==> config.mk <==
export PLATFORM = sky130hd
export DESIGN_NAME = sgs_div
export DESIGN_NICKNAME = d
export VERILOG_FILES = /design/src/sgs_pkg.sv /design/src/sgs_div.sv
export SDC_FILE = /design/constraint.sdc
export NUM_CORES = 1
export LEC_CHECK = 0
export BUFFER_PORTS_ARGS = -buffer_cell sky130_fd_sc_hd__buf_2
export CAP_MARGIN = 10
export CORE_MARGIN = 2
export CORE_UTILIZATION = 56
export DETAILED_ROUTE_END_ITERATION = 8
export HOLD_SLACK_MARGIN = 0.03
export PLACE_DENSITY = 0.8
export SLEW_MARGIN = 20
export SYNTH_ARGS = -nofsm -noshare
export SYNTH_HDL_FRONTEND = slang
export SYNTH_SLANG_ARGS = --single-unit
export TNS_END_PERCENT = 1
==> constraint.sdc <==
create_clock -name clock -period 2.5 [get_ports clock]
set_input_delay 0.625 -clock clock [delete_from_list [all_inputs] [get_ports clock]]
set_output_delay 0.625 -clock clock [all_outputs]
set_load 0.005 [all_outputs]
==> src/sgs_pkg.sv <==
// ============================================================================
// sgs_pkg: shared types and constants of the segregation grid step unit
// Holds command and result codes, generator constants and the share table.
// ============================================================================
package sgs_pkg;

   localparam int FRAC_W = 16;

   // Command codes on req_mode.
   localparam logic [1:0] MODE_WRITE = 2'd0;
   localparam logic [1:0] MODE_READ  = 2'd1;
   localparam logic [1:0] MODE_ROUND = 2'd2;
   localparam logic [1:0] MODE_STATS = 2'd3;

   // Result tags.
   localparam logic [2:0] TAG_ACK     = 3'd0;
   localparam logic [2:0] TAG_VALUE   = 3'd1;
   localparam logic [2:0] TAG_ROUND   = 3'd2;
   localparam logic [2:0] TAG_MEAN    = 3'd3;
   localparam logic [2:0] TAG_UNHAPPY = 3'd4;
   localparam logic [2:0] TAG_TILE    = 3'd5;

   // Cell contents.
   localparam logic [1:0] CELL_EMPTY = 2'd0;
   localparam logic [1:0] CELL_MAX   = 2'd2;

   // Configuration register indexes.
   localparam logic CSR_TOLERANCE = 1'b0;
   localparam logic CSR_SEED      = 1'b1;

   localparam logic [8:0]  TOL_RESET  = 9'd77;
   localparam logic [8:0]  TOL_ONE    = 9'd256;
   localparam logic [31:0] SEED_RESET = 32'd1253891825;
   localparam logic [31:0] LCG_MUL    = 32'd1664525;
   localparam logic [31:0] LCG_INC    = 32'd1013904223;

   localparam logic [10:0] MOVES_MAX = 11'd2047;
   localparam logic [15:0] GEN_MAX   = 16'hFFFF;
   localparam logic [4:0]  STAT_LAST = 5'd17;

   // Same-type share floor(s * 65536 / t) in Q1.16, 1.0 when there are no
   // occupied neighbors. s never exceeds t, and t is at most eight.
   function automatic logic [16:0] share_q16(input logic [3:0] s, input logic [3:0] t);
      logic [16:0] v;
      v = '0;
      if (t == 4'd0 || s == t) begin
         v = 17'h10000;
      end else begin
         case (t)
            4'd2: v = 17'(s) << 15;
            4'd4: v = 17'(s) << 14;
            4'd8: v = 17'(s) << 13;
            4'd3: begin
               case (s)
                  4'd1: v = 17'd21845;
                  4'd2: v = 17'd43690;
                  default: v = '0;
               endcase
            end
            4'd5: begin
               case (s)
                  4'd1: v = 17'd13107;
                  4'd2: v = 17'd26214;
                  4'd3: v = 17'd39321;
                  4'd4: v = 17'd52428;
                  default: v = '0;
               endcase
            end
            4'd6: begin
               case (s)
                  4'd1: v = 17'd10922;
                  4'd2: v = 17'd21845;
                  4'd3: v = 17'd32768;
                  4'd4: v = 17'd43690;
                  4'd5: v = 17'd54613;
                  default: v = '0;
               endcase
            end
            4'd7: begin
               case (s)
                  4'd1: v = 17'd9362;
                  4'd2: v = 17'd18724;
                  4'd3: v = 17'd28086;
                  4'd4: v = 17'd37449;
                  4'd5: v = 17'd46811;
                  4'd6: v = 17'd56173;
                  default: v = '0;
               endcase
            end
            default: v = '0;
         endcase
      end
      return v;
   endfunction

endpackage

==> src/sgs_div.sv <==
// ============================================================================
// sgs_div: restoring divider for the statistics
// One quotient bit per cycle; the result saturates to 16 bits and a zero
// divisor gives zero.
// ============================================================================
module sgs_div #(
   parameter int NW = 29,
   parameter int DW = 11
) (
   input  logic                        clock,
   input  logic                        reset,
   input  logic                        start,
   input  logic [NW-1:0]               num,
   input  logic [DW-1:0]               den,
   output logic                        done,
   output logic [sgs_pkg::FRAC_W-1:0]  quot
);

   localparam int CNTW = $clog2(NW + 1);

   logic                       busy_ff, busy_in;
   logic                       done_ff, done_in;
   logic                       zero_ff, zero_in;
   logic [CNTW-1:0]            cnt_ff, cnt_in;
   logic [DW-1:0]              rem_ff, rem_in;
   logic [DW-1:0]              den_ff, den_in;
   logic [NW-1:0]              quo_ff, quo_in;
   logic [sgs_pkg::FRAC_W-1:0] quot_ff, quot_in;

   logic [DW:0]   rem_sh;
   logic [DW:0]   diff;
   logic          ge;
   logic [NW-1:0] quo_nx;

   assign rem_sh = {rem_ff, quo_ff[NW-1]};
   assign diff   = rem_sh - {1'b0, den_ff};
   assign ge     = rem_sh >= {1'b0, den_ff};
   assign quo_nx = {quo_ff[NW-2:0], ge};

   always_comb begin
      busy_in = busy_ff;
      done_in = 1'b0;
      zero_in = zero_ff;
      cnt_in  = cnt_ff;
      rem_in  = rem_ff;
      den_in  = den_ff;
      quo_in  = quo_ff;
      quot_in = quot_ff;
      if (start) begin
         busy_in = 1'b1;
         cnt_in  = CNTW'(NW);
         rem_in  = '0;
         quo_in  = num;
         den_in  = den;
         zero_in = (den == '0);
      end else if (busy_ff) begin
         rem_in = ge ? diff[DW-1:0] : rem_sh[DW-1:0];
         quo_in = quo_nx;
         cnt_in = cnt_ff - CNTW'(1);
         if (cnt_ff == CNTW'(1)) begin
            busy_in = 1'b0;
            done_in = 1'b1;
            if (zero_ff) begin
               quot_in = '0;
            end else if (|quo_nx[NW-1:sgs_pkg::FRAC_W]) begin
               quot_in = '1;
            end else begin
               quot_in = quo_nx[sgs_pkg::FRAC_W-1:0];
            end
         end
      end
   end

   always_ff @(posedge clock) begin
      if (reset) begin
         busy_ff <= 1'b0;
         done_ff <= 1'b0;
      end else begin
         busy_ff <= busy_in;
         done_ff <= done_in;
      end
      zero_ff <= zero_in;
      cnt_ff  <= cnt_in;
      rem_ff  <= rem_in;
      den_ff  <= den_in;
      quo_ff  <= quo_in;
      quot_ff <= quot_in;
   end

   assign done = done_ff;
   assign quot = quot_ff;

endmodule

==> impl_metrics.csv, run 1 <==
group,metric,value,unit
sta,fmax,0.414,GHz
worst_setup_path,cp-end-kind,"flip-flop",
clocking,clkTransAtPathRegs,0.08,ns
worst_setup_path,r2r_end,"rem_ff[3]$_SDFFE_PP0P_",
clocking,cts_tree,"done",
clocking,numCtsBuffers,9,
clocking,postCtsSetupRepairBufs,0,
power_and_ir_drop,p_sw_share,24.1,%
die,boundaryPins,60,
route,drc,0,
min_path,hold_class,"input port to flip-flop",
die,rows,29,
min_path,holdPathEnd,"done$_SDFF_PP0_",
worst_setup_path,worstSetupPathType,"flip-flop to flip-flop",
route,route.vias.total,2389,
route,drt-initial-drc-count,230,
synth,synth-async-reset-ratio,0,%
synth,synth_top_cell_by_area,"edfxtp_1",
place,dp_hpwl,4740,um
place,portBuffers,59,
min_path,whs_path_depth,2,
power_and_ir_drop,irDropWorstVdd,0.000401,V
sta,worst_pin_slew,0.503,ns
global_route,grt_start_max_net_pins,38,
final_layout,final_nets,410,
clocking,clk_latency,0.34,ns
die,die_x,83.7,um
worst_setup_path,crit_required,2.75,ns
clocking,cts.path.max_buffers,2,
final_layout,antenna_cells,0,
worst_setup_path,start_kind,"flip-flop",
power_and_ir_drop,power_frac_clock,36.1,%
global_route,antenna_found_initial,0,
route,ant_nets,0,
synth,dominantRegCellSynth,"edfxtp_1",
status,outcome,"complete, no violations",
synth,synth.most_common_cell,"edfxtp_1",
global_route,grt_overflow,0,
final_layout,finalCoreUtilization,67.8,%
synth,ys_ff_latch,75,
sta,setup_viol,0,
synth,synth_top_cell_area_share,48.1,%
route,viasPerCell,5.49,
synth,yosysWarnings,0,
sta,slew_violations,0,
power_and_ir_drop,power_density,675,nW/um^2
route,wl_per_cell,15.3,um
synth,syn_area,3560,um^2
synth,synth_edf_count,57,
route,drtPass1Iterations,4,
synth,ys_seq_area_share,58.2,%
sta,finClkSkew,0.00965,ns
sta,rsz0062_at_grt,"false",
power_and_ir_drop,combinationalPowerShare,11.9,%
global_route,grt_pass1_wl,10700,um
clocking,ctsRootBufferMaster,"clkbuf_8",
synth,synth_fp_nets,344,
worst_setup_path,rr_worst_depth,8,
sta,min_period,2.42,ns
final_layout,fill_cells,464,
synth,synthTopCellsByArea,"edfxtp_1 48%, dfxtp_1 10%, mux2_2 9.2%",
clocking,ctsHoldBuffers,0,
sta,fin_crit_sh,96.6,%
power_and_ir_drop,intPower,0.00217,W
die,die_area,7010,um^2
final_layout,drive_gt1_share,34.9,%
die,die_height,83.7,um
clocking,htreeDepth,3,
die,core_area,6240,um^2
worst_setup_path,cp.arrival,2.66,ns
worst_setup_path,r2r_slack,0.08,ns
power_and_ir_drop,power.leakage,1.68,nW
sta,hold_viol,0,
worst_setup_path,crit_fanout,6,
synth,synth.avg_cell_area,12.4,um^2
clocking,numClockSinks,75,
place,gp_congestion,0.981,
power_and_ir_drop,seq_power_share,52.0,%
sta,setup_tns,0,ns
power_and_ir_drop,switching_power,0.000688,W
route,wirelength,6650,um
synth,netlist_instances,287,
global_route,grt_pass1_vias,2245,
min_path,worstHoldStart,"reset",
die,start_util,57.0,%
final_layout,area_delta_synth_final,18.9,%
worst_setup_path,timing.rr.start,"den_ff[0]$_DFFE_PP_",
sta,maxSlewHeadroom,66.2,%
global_route,grt_util_all_layers,19.7,%
synth,yosys-top-cells-count,"57 x edfxtp_1, 43 x nor2_1, 29 x mux2_2",
flow_run,maxCapViolations,0,
synth,synthDistinctLibCells,42,
logic make-up after synthesis:
kind of cell / after synthesis / share of synthesized area [%]
flip-flops: 75 / 58.2
buffers and inverters: 26 / 2.85
XOR/XNOR: 10 / 2.46
AND/OR/NAND/NOR: 86 / 11.7
multiplexers: 31 / 9.74
AO/OA/AOI/OAI: 45 / 9.85
adder cells (fa/ha/maj): 14 / 5.14
sequential cells by signal, summed over array words and instances (netlist names):
register / flops
cnt_ff: 5
done: 1
den_ff: 11
zero_ff: 1
rem_ff: 11
quo_ff: 29
quot: 16
busy_ff: 1
stage by stage:
stage | cell area, um^2 | setup WS [ns] | power (W) | hold WS (ns) | cells
2_1_floorplan | 3560 | 0.219 | 0.00173 | 0.453 | 287
4_1_cts | 4200 | 0.0364 | 0.00286 | 0.454 | 435
3_3_place_gp | 3980 | 0.129 | 0.00183 | 0.476 | 419
5_1_grt | 4230 | 0.00438 | 0.00298 | 0.456 | 435
6_report | 4230 | 0.0846 | 0.00286 | 0.470 | 435
3_5_place_dp | 3980 | 0.0427 | 0.00184 | 0.482 | 419
timing repair:
action | CTS | global route
setup endpoints to repair | 0 | 2
endpoints found under the hold margin | 0 | 0
gates resized for setup | 0 | 5
critical path: stages (launching register included):
cell and delay (ns):
edfxtp_1 0.37, ha_1 0.23, fa_2 0.35, and2b_4 0.26, o31a_4 0.15, o21ai_4 0.08, a21o_4 0.23, or3_1 0.39
a311oi_2 0.26
cell type report:
cell class	instances	area [um^2]	share of cell area, %
Sequential cell	75	2070	49.0
Clock inverter	7	98.8	2.34
Multi-Input combinational cell	186	1410	33.3
Tap cell	77	96.3	2.28
Clock buffer	9	124	2.93
Timing Repair Buffer	66	373	8.81
Inverter	15	56.3	1.33
power by group through the flow:
stage | logic, W | registers, W | clock network (W)
floorplan | 0.000242 | 0.00149 | 0
global placement | 0.000320 | 0.00151 | 0
detailed placement | 0.000330 | 0.00151 | 0
CTS | 0.000335 | 0.00148 | 0.00105
global route | 0.000379 | 0.00149 | 0.00111
finish | 0.000341 | 0.00148 | 0.00103
placed cells by master (no fill, tap or decap), drive strengths merged, types with 4 or more instances in the layout:
| master | instances |
|---|---|
| inv | 17 |
| o21ai | 10 |
| nand4 | 4 |
| ha | 13 |
| a32oi | 4 |
| mux2 | 29 |
| nand2 | 12 |
| a21oi | 8 |
| nor4 | 6 |
| xnor2 | 7 |
| edfxtp | 57 |
| buf | 66 |
| a211oi | 4 |
| nand2b | 10 |
| dfxtp | 18 |
| nor2 | 43 |
| a311oi | 4 |
| clkbuf | 9 |
routing by layer:
layer / vias to the layer above / wire length, um / GRT usage, %
met2: 84 / 3210 / 30.9
met5: - / 0 / 0
li1: 1192 / - / -
met3: 12 / 362 / 5.14
met1: 1101 / 2940 / 26.3
met4: 0 / 143 / 7.77
worst max path at each step:
stage / startpoint / end / slack (ns) / depth (start not counted)
finish: den_ff[0]$_DFFE_PP_ / rem_ff[3]$_SDFFE_PP0P_ / 0.08 / 8
CTS: den_ff[0]$_DFFE_PP_ / rem_ff[3]$_SDFFE_PP0P_ / 0.04 / 8
global placement: den_ff[0]$_DFFE_PP_ / rem_ff[3]$_SDFFE_PP0P_ / 0.13 / 8
floorplan: den_ff[0]$_DFFE_PP_ / rem_ff[3]$_SDFFE_PP0P_ / 0.22 / 8
detailed placement: den_ff[0]$_DFFE_PP_ / rem_ff[3]$_SDFFE_PP0P_ / 0.04 / 8
global route: den_ff[0]$_DFFE_PP_ / rem_ff[3]$_SDFFE_PP0P_ / 0.004 / 8
Note: power is estimated with default switching activity, not from simulation.
==> run 2, diff against run 1 <==
==> constraint.sdc (replaced) <==
create_clock -name clock -period 2.5 [get_ports clock]
set_input_delay 0 -clock clock [delete_from_list [all_inputs] [get_ports clock]]
set_output_delay 0 -clock clock [all_outputs]
set_load 0.005 [all_outputs]
==> impl_metrics.csv, run 2 (synthesis gave the netlist of run 1 again) <==
group,metric,value,unit
place,gp_congestion,0.939,
worst_setup_path,crit_cells,8,
final_layout,largest_register_ffs,29,
global_route,grt_start_max_net_pins,35,
final_layout,top_register,"quo_ff",
final_layout,antenna_cells,0,
die,rows,29,
clocking,cts.path.max_buffers,2,
global_route,grt_pass1_wl,12800,um
worst_setup_path,r2r_end,"rem_ff[3]$_SDFFE_PP0P_",
worst_setup_path,critical_path.max_stage_delay,0.39,ns
worst_setup_path,start_kind,"flip-flop",
power_and_ir_drop,combinationalPowerShare,14.5,%
power_and_ir_drop,power_frac_clock,30.7,%
final_layout,final_cell_mix,"59 x buf_2, 57 x edfxtp_1, 43 x nor2_1, 41 x dlygate4sd3_1, 29 x mux2_2",
place,placed_cells,419,
final_layout,fill_cells,403,
clocking,htreeDepth,3,
route,route.vias.total,2686,
sta,min_period,2.41,ns
route,ant_nets,0,
worst_setup_path,timing.rr.start,"den_ff[0]$_DFFE_PP_",
worst_setup_path,crit_chain,"ha_2, fa_2, and2b_4, o31a_4, o21ai_4, a21o_4, or3_4, a311oi_2",
die,start_util,57.0,%
sta,holdWs,0.106,ns
route,viasPerCell,5.63,
worst_setup_path,crit_required,2.77,ns
place,placed_cell_area,3960,um^2
sta,setup_viol,0,
clocking,clk_latency,0.36,ns
worst_setup_path,r2r_slack,0.09,ns
power_and_ir_drop,irDropWorstVdd,0.000381,V
clocking,clkTransAtPathRegs,0.08,ns
worst_setup_path,worstSetupPathType,"flip-flop to flip-flop",
worst_setup_path,cp.arrival,2.68,ns
worst_setup_path,cp-end-kind,"flip-flop",
power_and_ir_drop,seq_power_share,54.8,%
power_and_ir_drop,p_sw_share,26.5,%
worst_setup_path,crit_fanout,6,
sta,finClkSkew,0.0107,ns
sta,slew_violations,0,
die,die_height,83.7,um
min_path,hold_class,"input port to flip-flop",
sta,setup_tns,0,ns
global_route,antenna_found_initial,0,
sta,maxSlewHeadroom,60.5,%
die,boundaryPins,60,
power_and_ir_drop,power,0.00272,W
power_and_ir_drop,power.leakage,1.81,nW
place,dp_hpwl,4910,um
power_and_ir_drop,switching_power,0.000722,W
sta,fin_crit_sh,96.3,%
final_layout,layout_commonest_cell,"buf_2",
worst_setup_path,critPathTopFamily,"compound AO/OA/AOI/OAI gates",
route,wl_per_cell,16.9,um
global_route,grt_util_met1,27.2,%
clocking,cts_tree,"done",
global_route,grt_busiest_layer,"met2",
die,die_x,83.7,um
sta,worst_pin_slew,0.587,ns
final_layout,final_nets,452,
route,wirelength,8050,um
worst_setup_path,cp_slowest_cell,"or3_4",
worst_setup_path,path_buf_inv,0,
worst_setup_path,endpoint,"rem_ff[3]$_SDFFE_PP0P_",
route,drt-initial-drc-count,193,
final_layout,final_area,4560,um^2
route,drtPass1Iterations,5,
sta,fmax,0.415,GHz
final_layout,area_delta_synth_final,28.2,%
global_route,met2_usage,41.2,%
route,drc,0,
global_route,grt_pass1_vias,2661,
final_layout,finalNonFillerCells,477,
worst_setup_path,rr_worst_depth,8,
clocking,numClockSinks,75,
die,die_area,7010,um^2
worst_setup_path,crit_start,"den_ff[0]$_DFFE_PP_",
global_route,grt_overflow,0,
global_route,grt_use_met3,6.23,%
clocking,numCtsBuffers,9,
power_and_ir_drop,intPower,0.00200,W
power_and_ir_drop,power_density,597,nW/um^2
flow_run,maxCapViolations,0,
global_route,grt_util_all_layers,24.1,%
final_layout,drive_gt1_share,30.8,%
clocking,ctsRootBufferMaster,"clkbuf_8",
sta,rsz0062_at_grt,"false",
status,outcome,"complete, no violations",
sta,hold_viol,0,
die,core_area,6240,um^2
place,portBuffers,59,
## run 2: changes by cell type in the layout (fill, tap and decap cells not counted), moves of 2 or more
| cell | delta |
|---|---|
| a211oi_1 | +2 |
| a211oi_2 | -2 |
| buf_12 | -2 |
| buf_4 | +3 |
| bufinv_16 | -2 |
| dlygate4sd3_1 | +41 |
## run 2: per-layer routing
layer | wire (um) | up-vias
met5 | 0 | -
met4 | 361 | 0
met1 | 3090 | 1260
met2 | 4120 | 123
li1 | - | 1275
met3 | 484 | 28
## run 2: worst min path at each step
| stage | cells after the start | endpoint | startpoint |
|---|---|---|---|
| floorplan | 1 | busy_ff$_SDFF_PP0_ | reset |
| global placement | 2 | busy_ff$_SDFF_PP0_ | reset |
| detailed placement | 2 | busy_ff$_SDFF_PP0_ | reset |
| CTS | 1 | den_ff[0]$_DFFE_PP_ | start |
| global route | 1 | den_ff[0]$_DFFE_PP_ | start |
| finish | 1 | den_ff[0]$_DFFE_PP_ | start |
## run 2: power by group through the flow
stage	Clock (W)	Combinational, W	Sequential (W)
finish	0.000836	0.000395	0.00149
global placement	0	0.000319	0.00151
floorplan	0	0.000242	0.00149
detailed placement	0	0.000327	0.00151
global route	0.000898	0.000430	0.00150
CTS	0.000831	0.000380	0.00148
## run 2: cell type report
type,count,area [um^2],share of cell area (%)
well taps,77,96.3,2.11
flip-flops and latches,75,2070,45.4
clock buffers,10,128,2.80
inverters,15,56.3,1.23
clock inverters,6,41.3,0.905
multi-input cells,186,1400,30.7
repair buffers,108,766,16.8
## run 2: metrics by stage
stage | setup slack (ns) | util, %
6_report | 0.0921 | 73.1
5_1_grt | 0.00850 | 73.1
4_1_cts | 0.0150 | 72.8
2_1_floorplan | 0.219 | -
3_3_place_gp | 0.126 | 63.4
3_5_place_dp | 0.0270 | 63.4
## run 2: worst reg2reg max path, delay by kind of cell, from the launching register on
family                   cells  cell delay [ns]
AO/OA/AOI/OAI                4             0.70
AND/OR/NAND/NOR              2             0.65
adder cells (fa/ha/maj)      2             0.59
flip-flops                   1             0.38
## run 2: repair_timing
| item | CTS | global route |
|---|---|---|
| endpoints found under the setup margin | 1 | 1 |
| buffers inserted | 0 | 1 |
| resized for setup | 1 | 3 |
| hold buffers | 41 | 0 |
| gates cloned | 0 | 0 |
| hold endpoints to repair | 43 | 0 |
| pin swaps | 0 | 2 |
==> run 3, diff against run 2 <==
Settings changed: CORE_UTILIZATION 56 to 60, PLACE_DENSITY 0.8 to 0.84.
Clock period 2.5 ns to 3.1 ns, I/O delays scaled along.
==> impl_metrics.csv, run 3 (synthesis gave the netlist of run 1 again) <==
group,metric,value,unit
flow_run,maxCapViolations,0,
place,placed_cell_area,3940,um^2
route,viasPerCell,5.51,
die,die_area,6560,um^2
final_layout,multi_input_area,1380,um^2
worst_setup_path,cp-end-kind,"flip-flop",
clocking,cts_tree,"done",
status,outcome,"complete, no violations",
clocking,ctsRootBufferMaster,"clkbuf_8",
final_layout,final_nets,449,
sta,setup_viol,0,
die,boundaryPins,60,
route,wirelength,7750,um
clocking,cts.path.max_buffers,2,
place,gp_congestion,0.920,
final_layout,drive_gt1_share,29.7,%
global_route,grt_util_all_layers,25.2,%
final_layout,final_area,4570,um^2
clocking,postCtsSetupRepairBufs,0,
final_layout,finalNonFillerCells,472,
clocking,htreeDepth,3,
place,pre_cts_slack,0.647,ns
die,start_util,61.2,%
final_layout,ff_latch_area,2070,um^2
place,portBuffers,59,
sta,worst_pin_slew,0.682,ns
final_layout,final_cell_mix,"59 x buf_2, 57 x edfxtp_1, 43 x nor2_1, 41 x dlygate4sd3_1, 29 x mux2_2",
sta,fmax,0.401,GHz
global_route,antenna_found_initial,0,
final_layout,layout_commonest_cell,"buf_2",
place,placed_cells,415,
die,rows,28,
global_route,grt_pass1_vias,2571,
sta,fin_crit_sh,80.4,%
sta,hold_viol,0,
route,drtPass1Iterations,4,
route,drc,0,
sta,setup_slack,0.606,ns
global_route,grt_pass1_wl,12100,um
place,dp_hpwl,4770,um
clocking,numClockSinks,75,
final_layout,largest_register_ffs,29,
sta,maxSlewHeadroom,54.4,%
final_layout,antenna_cells,0,
sta,setup_tns,0,ns
power_and_ir_drop,irDropWorstVdd,0.000415,V
power_and_ir_drop,power.leakage,1.83,nW
final_layout,top_register,"quo_ff",
worst_setup_path,crit_start,"den_ff[0]$_DFFE_PP_",
worst_setup_path,crit_required,3.35,ns
power_and_ir_drop,power_density,516,nW/um^2
die,core_area,5820,um^2
global_route,grt_start_max_net_pins,31,
worst_setup_path,timing.rr.start,"den_ff[0]$_DFFE_PP_",
worst_setup_path,rr_worst_depth,8,
sta,rsz0062_at_grt,"false",
final_layout,area_delta_synth_final,28.5,%
clocking,clkTransAtPathRegs,0.08,ns
route,wl_per_cell,16.4,um
worst_setup_path,r2r_slack,0.61,ns
clocking,clk_latency,0.35,ns
min_path,hold_class,"input port to flip-flop",
route,ant_nets,0,
sta,holdWs,0.197,ns
sta,min_period,2.49,ns
worst_setup_path,cp.arrival,2.74,ns
die,die_x,81.0,um
worst_setup_path,r2r_end,"rem_ff[4]$_SDFFE_PP0P_",
worst_setup_path,start_kind,"flip-flop",
clocking,numCtsBuffers,9,
worst_setup_path,worstSetupPathType,"flip-flop to flip-flop",
route,drt-initial-drc-count,219,
sta,slew_violations,0,
final_layout,fill_cells,367,
worst_setup_path,crit_fanout,9,
sta,finClkSkew,0.0232,ns
worst_setup_path,endpoint,"rem_ff[4]$_SDFFE_PP0P_",
route,route.vias.total,2601,
global_route,grt_overflow,0,
die,die_height,81.0,um
==> run 3: cell type report <==
cell class,instances,share of cell area [%]
Timing Repair Buffer,105,16.3
Tap cell,75,2.05
Clock buffer,9,2.71
Clock inverter,7,2.16
Multi-Input combinational cell,186,30.3
Sequential cell,75,45.3
Inverter,15,1.23
==> run 3: worst min-delay path by stage <==
stage | startpoint | to | slack (ns) | cells past startpoint
4_1_cts | start | den_ff[0]$_DFFE_PP_ | 0.19 | 1
3_3_place_gp | reset | busy_ff$_SDFF_PP0_ | 0.18 | 2
3_5_place_dp | reset | busy_ff$_SDFF_PP0_ | 0.19 | 2
5_1_grt | start | den_ff[1]$_DFFE_PP_ | 0.21 | 1
2_1_floorplan | reset | busy_ff$_SDFF_PP0_ | 0.07 | 1
6_report | start | den_ff[0]$_DFFE_PP_ | 0.20 | 1
==> run 3: per-layer routing <==
metal  vias up  wire [um]  GRT usage, %
met3        19        391          4.78
li1       1269          -             -
met2        92       4010          44.2
met5         -          0             0
met1      1221       3150          29.4
met4         0        203          12.9
==> run 3: report_power, final <==
part	total [W]	internal, W	switching, W	leakage [nW]
logic	0.000315	0.000163	0.000152	1.02
registers	0.00120	0.00116	0.0000416	0.700
clock network	0.000844	0.000459	0.000385	0.110
==> run 3: worst max-delay path, stage by stage (launching register included) <==
cell,delay [ns]
edfxtp_1,0.37
ha_1,0.24
fa_1,0.42
and2b_4,0.28
o31a_4,0.16
o21ai_4,0.08
a21oi_2,0.43
nand2_1,0.14
a311oi_2,0.29
==> run 3: repair_timing <==
item,in CTS,in global routing
hold buffers,41,0
resized for setup,0,0
endpoints found under the hold margin,43,0
setup endpoints to repair,0,0
==> run 3: per-stage QoR <==
step	power, W	utilization [%]
2_1_floorplan	0.00140	-
3_3_place_gp	0.00147	67.7
3_5_place_dp	0.00148	67.7
4_1_cts	0.00234	78.6
5_1_grt	0.00244	78.6
6_report	0.00236	78.6
